**src/hdl/keyed_record_table_core_assert.svh**
```systemverilog
// Assertion macros for the keyed record table core.
`ifndef KEYED_RECORD_TABLE_CORE_ASSERT_SVH
`define KEYED_RECORD_TABLE_CORE_ASSERT_SVH

`ifndef SYNTHESIS
// Checked property with reset disable
`define KRT_ASSERT_RST(label, clk, rst_n, prop, msg) \
  label: assert property (@(posedge clk) disable iff (!rst_n) (prop)) else $error(msg);
// Checked property, live through reset
`define KRT_ASSERT_ALWAYS(label, clk, prop, msg) \
  label: assert property (@(posedge clk) (prop)) else $error(msg);
`else
`define KRT_ASSERT_RST(label, clk, rst_n, prop, msg)
`define KRT_ASSERT_ALWAYS(label, clk, prop, msg)
`endif

`endif

```
**src/hdl/krt_pkg.sv**
```systemverilog
// Shared types and constants for the keyed record table.
package krt_pkg;

  localparam int TABLE_DEPTH_DEF = 32;

  typedef enum logic [2:0] {
    OP_CREATE = 3'd0,
    OP_LIST   = 3'd1,
    OP_FIND   = 3'd2,
    OP_UPDATE = 3'd3,
    OP_DELETE = 3'd4
  } op_e;

  typedef enum logic [1:0] {
    ST_OK        = 2'd0,
    ST_FULL      = 2'd1,
    ST_NOT_FOUND = 2'd2,
    ST_EMPTY     = 2'd3
  } status_e;

  typedef enum logic {
    FSM_IDLE = 1'b0,
    FSM_RUN  = 1'b1
  } fsm_e;

  typedef struct packed {
    logic signed [31:0] key;
    logic [7:0]         age;
    logic [63:0]        name;
    logic [63:0]        email;
  } rec_t;

endpackage

```
**src/hdl/krt_cell.sv**
```systemverilog
// One ring cell: holds a single record and takes its input record on a shift.
module krt_cell (
  input  logic         clk_i,
  input  logic         en_i,
  input  krt_pkg::rec_t rec_i,
  output krt_pkg::rec_t rec_o
);
  import krt_pkg::*;

  rec_t rec_q;

  // record storage, no reset: contents are valid only below the fill count
  always_ff @(posedge clk_i) begin
    if (en_i) begin
      rec_q <= rec_i;
    end
  end

  assign rec_o = rec_q;

endmodule

```
**src/hdl/keyed_record_table_core.sv**
```systemverilog
// Top level: record table built as a rotating ring of record cells.
// Each known command except full-create and empty-list walks the ring once: TABLE_DEPTH steps,
// one step per cycle while the output register is free.
// Full-create and empty-list answer in their first step and end there; unknown opcodes are dropped at once.
// A result shows in the cycle after its step; the ring's single shift path sets the rate.
// Reset (async, active low) clears the fill count and control; record contents stay unknown.
`include "keyed_record_table_core_assert.svh"

module keyed_record_table_core #(
  parameter int TABLE_DEPTH = krt_pkg::TABLE_DEPTH_DEF
) (
  input  logic               clk_i,
  input  logic               rst_ni,
  input  logic               in_valid_i,
  output logic               in_ready_o,
  input  logic [2:0]         opcode_i,
  input  logic signed [31:0] key_i,
  input  logic [7:0]         age_i,
  input  logic [63:0]        name_word_i,
  input  logic [63:0]        email_word_i,
  output logic               out_valid_o,
  input  logic               out_ready_i,
  output logic [1:0]         status_o,
  output logic [5:0]         entry_index_o,
  output logic signed [31:0] out_key_o,
  output logic [7:0]         out_age_o,
  output logic [63:0]        out_name_word_o,
  output logic [63:0]        out_email_word_o,
  output logic               last_o
);
  import krt_pkg::*;

  localparam int TW = (TABLE_DEPTH > 1) ? $clog2(TABLE_DEPTH) : 1;
  localparam int CW = $clog2(TABLE_DEPTH + 1);
  localparam logic [TW-1:0] LAST_T = TW'(TABLE_DEPTH - 1);
  localparam logic [CW-1:0] FULL_CNT = CW'(TABLE_DEPTH);

  // control state
  fsm_e          state_q, state_d;
  logic [TW-1:0] t_q, t_d;
  logic [CW-1:0] count_q, count_d;
  logic          found_q, found_d;

  // latched command
  op_e  op_q;
  rec_t cmd_q;

  // output register
  logic    out_valid_q, out_valid_d;
  status_e status_q, status_d;
  logic [5:0] idx_q, idx_d;
  rec_t    orec_q, orec_d;
  logic    last_q, last_d;

  // ring
  rec_t cell_q [TABLE_DEPTH];
  rec_t cell_in [TABLE_DEPTH];
  rec_t head, next1, feed;
  logic ring_en;

  logic step, pass_end, accept;

  assign in_ready_o = (state_q == FSM_IDLE);
  assign accept     = in_valid_i && in_ready_o;
  assign step       = (state_q == FSM_RUN) && (!out_valid_q || out_ready_i);
  assign head       = cell_q[0];

  // cell chain: each cell takes its upper neighbor, the top cell takes the feed
  for (genvar i = 0; i < TABLE_DEPTH; i++) begin : g_cell
    if (i == TABLE_DEPTH - 1) begin : g_top
      assign cell_in[i] = feed;
    end else begin : g_mid
      assign cell_in[i] = cell_q[i+1];
    end
    krt_cell u_cell (
      .clk_i (clk_i),
      .en_i  (ring_en),
      .rec_i (cell_in[i]),
      .rec_o (cell_q[i])
    );
  end

  // record one place behind the head, used to close the gap on delete
  if (TABLE_DEPTH > 1) begin : g_next
    assign next1 = cell_q[1];
  end else begin : g_next_one
    assign next1 = head;
  end

  // command latch
  always_ff @(posedge clk_i) begin
    if (accept) begin
      op_q        <= op_e'(opcode_i);
      cmd_q.key   <= key_i;
      cmd_q.age   <= age_i;
      cmd_q.name  <= name_word_i;
      cmd_q.email <= email_word_i;
    end
  end

  // step decode: feed, result and pass end
  always_comb begin
    logic [CW-1:0] t_ext;
    logic          in_range;
    logic          hit_now;
    logic          emit;
    logic          immediate;
    rec_t          upd;

    t_ext     = CW'(t_q);
    in_range  = t_ext < count_q;
    hit_now   = (op_q == OP_FIND || op_q == OP_UPDATE || op_q == OP_DELETE) &&
                in_range && (head.key == cmd_q.key) && !found_q;
    upd       = cmd_q;
    upd.key   = head.key;
    emit      = 1'b0;
    immediate = 1'b0;
    feed      = head;
    status_d  = ST_OK;
    orec_d    = head;
    last_d    = 1'b1;

    case (op_q)
      OP_CREATE: begin
        if (count_q == FULL_CNT) begin
          immediate = 1'b1;
          emit      = 1'b1;
          status_d  = ST_FULL;
        end else if (t_ext == count_q) begin
          feed   = cmd_q;
          orec_d = cmd_q;
          emit   = 1'b1;
        end
      end
      OP_LIST: begin
        if (count_q == '0) begin
          immediate = 1'b1;
          emit      = 1'b1;
          status_d  = ST_EMPTY;
        end else if (in_range) begin
          emit   = 1'b1;
          last_d = ((t_ext + CW'(1)) == count_q);
        end
      end
      OP_FIND, OP_UPDATE, OP_DELETE: begin
        if (hit_now) begin
          emit = 1'b1;
          if (op_q == OP_UPDATE) begin
            feed   = upd;
            orec_d = upd;
          end
        end else if (!found_q && t_q == LAST_T) begin
          emit     = 1'b1;
          status_d = ST_NOT_FOUND;
        end
        // from the match on, the ring takes the record behind the head
        if (op_q == OP_DELETE && (hit_now || found_q)) begin
          feed = next1;
        end
      end
      default: begin
        immediate = 1'b1;
      end
    endcase

    if (status_d != ST_OK) begin
      orec_d = '0;
    end

    ring_en  = step && !immediate;
    pass_end = step && (immediate || t_q == LAST_T);
    idx_d    = (status_d == ST_OK) ? 6'(t_q) : 6'd0;

    found_d = found_q;
    t_d     = t_q;
    count_d = count_q;
    if (accept) begin
      found_d = 1'b0;
      t_d     = '0;
    end else if (step) begin
      found_d = found_q || hit_now;
      t_d     = (t_q == LAST_T) ? '0 : t_q + TW'(1);
    end
    if (pass_end) begin
      if (op_q == OP_CREATE && !immediate) begin
        count_d = count_q + CW'(1);
      end else if (op_q == OP_DELETE && (found_q || hit_now)) begin
        count_d = count_q - CW'(1);
      end
    end

    out_valid_d = out_valid_q;
    if (step && emit) begin
      out_valid_d = 1'b1;
    end else if (out_ready_i) begin
      out_valid_d = 1'b0;
    end
  end

  // next state
  always_comb begin
    state_d = state_q;
    case (state_q)
      FSM_IDLE: begin
        if (accept && (opcode_i inside {OP_CREATE, OP_LIST, OP_FIND, OP_UPDATE, OP_DELETE})) begin
          state_d = FSM_RUN;
        end
      end
      FSM_RUN: begin
        if (pass_end) begin
          state_d = FSM_IDLE;
        end
      end
      default: state_d = FSM_IDLE;
    endcase
  end

  // control registers
  always_ff @(posedge clk_i or negedge rst_ni) begin
    if (!rst_ni) begin
      state_q     <= FSM_IDLE;
      t_q         <= '0;
      count_q     <= '0;
      found_q     <= 1'b0;
      out_valid_q <= 1'b0;
    end else begin
      state_q     <= state_d;
      t_q         <= t_d;
      count_q     <= count_d;
      found_q     <= found_d;
      out_valid_q <= out_valid_d;
    end
  end

  // result payload
  always_ff @(posedge clk_i) begin
    if (step) begin
      status_q <= status_d;
      idx_q    <= idx_d;
      orec_q   <= orec_d;
      last_q   <= last_d;
    end
  end

  assign out_valid_o      = out_valid_q;
  assign status_o         = status_q;
  assign entry_index_o    = idx_q;
  assign out_key_o        = orec_q.key;
  assign out_age_o        = orec_q.age;
  assign out_name_word_o  = orec_q.name;
  assign out_email_word_o = orec_q.email;
  assign last_o           = last_q;

  // checks
  `KRT_ASSERT_ALWAYS(a_count_bound, clk_i, rst_ni |-> count_q <= FULL_CNT, "count above depth")
  `KRT_ASSERT_RST(a_pass_done, clk_i, rst_ni, pass_end |=> state_q == FSM_IDLE, "pass did not end")
  `KRT_ASSERT_RST(a_count_at_end, clk_i, rst_ni, !$stable(count_q) |-> $past(pass_end), "count moved mid pass")
  `KRT_ASSERT_RST(a_ring_run, clk_i, rst_ni, ring_en |-> state_q == FSM_RUN && step, "ring shifted while idle")

endmodule

```
**config.mk**
```make
export PLATFORM = sky130hd
export DESIGN_NAME = keyed_record_table_core
export DESIGN_NICKNAME = d
export VERILOG_FILES = /design/src/hdl/krt_pkg.sv /design/src/hdl/krt_cell.sv /design/src/hdl/keyed_record_table_core.sv
export VERILOG_INCLUDE_DIRS = /design/src /design/src/hdl
export SDC_FILE = /design/constraint.sdc
export NUM_CORES = 2
export LEC_CHECK = 0
export BUFFER_PORTS_ARGS = -buffer_cell sky130_fd_sc_hd__buf_2
export CAP_MARGIN = 20
export CELL_PAD_IN_SITES_DETAIL_PLACEMENT = 1
export CELL_PAD_IN_SITES_GLOBAL_PLACEMENT = 1
export CORE_ASPECT_RATIO = 1.5
export CORE_MARGIN = 4
export CORE_UTILIZATION = 45
export CTS_CLUSTER_SIZE = 25
export DETAILED_ROUTE_END_ITERATION = 10
export PLACE_DENSITY_LB_ADDON = 0.1
export SLEW_MARGIN = 20
export SYNTH_ARGS = -nofsm -noshare
export SYNTH_HDL_FRONTEND = slang
export SYNTH_SLANG_ARGS = --single-unit
```
**constraint.sdc**
```tcl
create_clock -name clk_i -period 282.4 [get_ports clk_i]
set_clock_uncertainty 0.15 [all_clocks]
set_input_delay 28.24 -clock clk_i [delete_from_list [all_inputs] [get_ports clk_i]]
set_output_delay 28.24 -clock clk_i [all_outputs]
set_load 0.005 [all_outputs]
```
==> run summary <==
Once placement completed, the tool counted placed cells totaling 12,614. The share of post-route cells with drive strength above 1 works out to 0.162. The first-pass GRT wire length came out at 421,000 microns. Each instance of the synthesized netlist takes up on average 25.7 sq um. The final critical-path required period was 34.53 ns. The worst setup path is captured at a flip-flop. For the worst setup path, the data arrival time is 34.98 ns.

The Yosys step of the flow raised 0 warnings. The run gives 0 as the global route total overflow. Synthesis produced 7,019 cells. The total wire length after detailed routing was 273,000 microns; the final count of hold timing violations was 0.

The setup path with the least slack is of type in2reg. The number of buffers and inverters on the critical path is 8. The most common cell after layout, fill and taps aside is edfxtp_1.

The total power is 2.35 mW. The run finished with clean final reports. The clock reaches the later pin of the worst-skew pair after 1.00 ns. The share of the clock period used by the worst path is 0.122, and the total global routing track utilization is 0.130. At the pin with the least slew margin, the transition time is 1.22 ns.

The sequential area share after synthesis was 0.955; the starting density of the core was 0.452. The tools report the setup-violating endpoint count in the final report as 0. Clock tree synthesis inserted a total of 534 buffers.

Traced cell by cell, the critical path runs through buf_2 -> nand2b_1 -> nand2_1 -> nor2_4 -> buf_4 -> buf_4 -> buf_4 -> buf_4 -> buf_4 -> buf_4 -> buf_4. The analysis attributes to cell leakage a power of 67.5 nW. In this run the most critical hold path is launched from g_cell[4].u_cell.rec_o[5]. For the initial antenna violation count, the log shows 22. In the layout the commonest cells are edfxtp_1, clkbuf_16, buf_2. The fraction of synthesis flops using an asynchronous set or reset pin is 0.00244, and the number of gates resized after CTS is 0.

In this run the deepest clock path goes through 4 buffers. The count of flip-flops with a built-in enable after synthesis is 5,723, and the delay of the slowest critical-path stage is 0.91 ns. The worst setup path is launched from a primary input. For this run, the number of standard cells in the final layout without fillers is 13,572. Summed over all nets, the half-perimeter wirelength after detailed placement is 139,000 microns.

For the number of placed I/O pins, the log shows 354. In this run the critical register-to-register path is captured at g_cell[3].u_cell.rec_o[100]. The first detailed-routing pass took 6 iterations. In this run the power density over the cells is 11.4 nW/um^2. Dividing the detail-routed wire length by the instance count gives 20.1 microns.

The startpoint identified for the worst register-to-register timing path is count_q[0]. After clock tree synthesis, the clock-pin slew on the worst setup and hold paths is 0.06 ns. The post-detailed-route count of antenna-violating nets came out at 0. The synthesized netlist net count is 7,206, and the final design utilization is 0.517. The floorplan step set the die width to 525 microns. Cell repeated most along the worst path: buf_4. After floorplanning, the core was divided into 284 placement rows.

For this run, design rule violations remaining after detail routing come to 0. Counting instances, the worst hold path has a depth of 0. For flop-to-flop paths, the worst setup slack is 274.49 ns.

Synthesis inferred 5,737 register bits. The run gives 69,742 as the via count of the first global-routing pass. Final hold analysis gives a worst-case slack of 0.246 ns.

In this run the clock root is driven by a clkbuf_16. Entering global routing, the biggest net connects 213 pins. The logs give 5,959 for the violation count after the first detailed-routing iteration and 0 ns for the final setup TNS. The run gives 189,000 sq um as the area after detailed placement.

Summing every instance area after synthesis gives 180,000 sq um. The final layout net count was 8,050; the pre-CTS setup slack was 246.64 ns. Setup slack closes at 247.87 ns.

For the maximum VDD drop, the log shows 0.00787 mV. The relative area change from synthesis to final layout was 14.3%. The unique cell type count in the Yosys netlist is 54.

The cell depth of the worst flop-to-flop path works out to 12. The path class of the tightest hold or removal check is reg2reg. The clock net sink count is 5,737.

The region available for standard cell placement spans 399,000 sq um. CTS built an H-tree with a depth of 6. The vias after detailed routing is 66,206, and the die outline area is 411,000 sq um. At the worst endpoint, the required time is 282.86 ns. Using the TritonRoute via totals, the vias-per-cell ratio works out to 4.88. In this run the tool buffered the top-level ports with 352 buffer cells. For this run, the top clock speed supported by timing is 29.0 MHz. The chip height came out at 783 microns.

The tools report the final weighted congestion in routability-driven placement as 0.718. The run gives 0.184 as the worst slew slack as a fraction of its limit. After clock tree synthesis, the flow added hold-fix buffers numbering 0.

For hold timing, the worst endpoint is g_cell[3].u_cell.rec_o[5]. The number of post-CTS setup repair buffers came out at 0. Final max-slew violation count: 0. The cell type group with the largest total delay on the critical path was buffers and inverters. The flip-flop cell with the highest count after synthesis was edfxtp_1. The tool flagged a number of max-cap violations equal to 0. The slowest stage of the critical path is the buf_4 cell. Setup repair after global routing left no endpoint under its margin.

For the final instance area, the log shows 206,000 sq um. TritonCTS built the clock tree. The highest fanout seen on the critical path works out to 88.
==> cell families (layout without fill, tap and decap cells) <==
family          count (synthesis)  after routing  synth area share
compound gates                504            504            0.0190
flops                        5737           5737             0.955
fa+ha+maj                      12             12          0.000874
simple gates                  408            408           0.00931
mux                           140            140           0.00955
xor+xnor                       43             43           0.00209
other cells                     1              7         0.0000208
buf+inv                       174           1430           0.00447
==> routing by layer <==
metal | vias up | share of wire | track usage | routed length [microns]
met5 | - | 0 | 0 | 0
met4 | 0 | 0.034 | 0.0474 | 9370
met3 | 566 | 0.048 | 0.0253 | 13100
met2 | 1300 | 0.45 | 0.194 | 123000
met1 | 34295 | 0.47 | 0.193 | 127000
li1 | 30045 | - | - | -
==> registers in the layout, indices dropped and copies added (netlist names), 2 cells and up <==
name	count
cmd_q	168
count_q	6
entry_index_o	5
g_cell.u_cell.rec_o	5376
op_q	3
out_age_o	8
out_email_word_o	64
out_key_o	32
out_name_word_o	64
status_o	2
t_q	5
==> Yosys cell counts, types with 3 or more instances <==
cell | instances | area, sq um
a21oi_1 | 173 | 866
a222oi_1 | 32 | 320
a22oi_1 | 136 | 1020
buf_1 | 10 | 37.5
buf_2 | 69 | 345
buf_8 | 4 | 60.1
clkbuf_1 | 43 | 161
dfrtp_1 | 14 | 350
edfxtp_1 | 5723 | 172000
ha_1 | 11 | 138
inv_1 | 43 | 161
mux2_2 | 97 | 1090
mux2_4 | 40 | 601
mux2i_1 | 3 | 30.0
nand2_1 | 345 | 1290
nand2b_1 | 4 | 25.0
nand3b_1 | 3 | 22.5
nand4_1 | 10 | 62.6
nor2_1 | 17 | 63.8
nor2b_1 | 4 | 25.0
nor3_1 | 4 | 20.0
nor4_1 | 3 | 18.8
o211ai_1 | 137 | 1030
o21ai_0 | 9 | 45.0
o31ai_1 | 3 | 22.5
xnor2_1 | 38 | 333
xor2_1 | 5 | 43.8
==> layout make-up <==
| cell class | count | area, sq um |
|---|---|---|
| fillers | 33890 | 193000 |
| multi-input cells | 1108 | 7410 |
| diodes | 6 | 15.0 |
| repair buffers | 438 | 2690 |
| well taps | 5291 | 6620 |
| inverters | 44 | 173 |
| clock inverters | 288 | 2780 |
| flip-flops and latches | 5737 | 172000 |
| clock buffers | 660 | 14300 |
==> power breakdown <==
group	total (mW)	switching (mW)	internal [mW]
sequential	1.45	0.0881	1.36
clock	0.704	0.302	0.402
combinational	0.199	0.163	0.0364
==> worst max path at each step <==
stage | start | end | slack (ns) | cells past startpoint
after global placement | out_ready_i | g_cell[0].u_cell.rec_o[100] | 246.97 | 11
after CTS | out_ready_i | g_cell[8].u_cell.rec_o[100] | 247.87 | 11
after global routing | out_ready_i | g_cell[8].u_cell.rec_o[100] | 247.37 | 11
after floorplan | out_ready_i | g_cell[0].u_cell.rec_o[0] | 20.37 | 3
after detailed placement | out_ready_i | g_cell[3].u_cell.rec_o[100] | 246.64 | 11
final | out_ready_i | g_cell[3].u_cell.rec_o[100] | 247.87 | 11
Power figures use the tool's default switching activity.
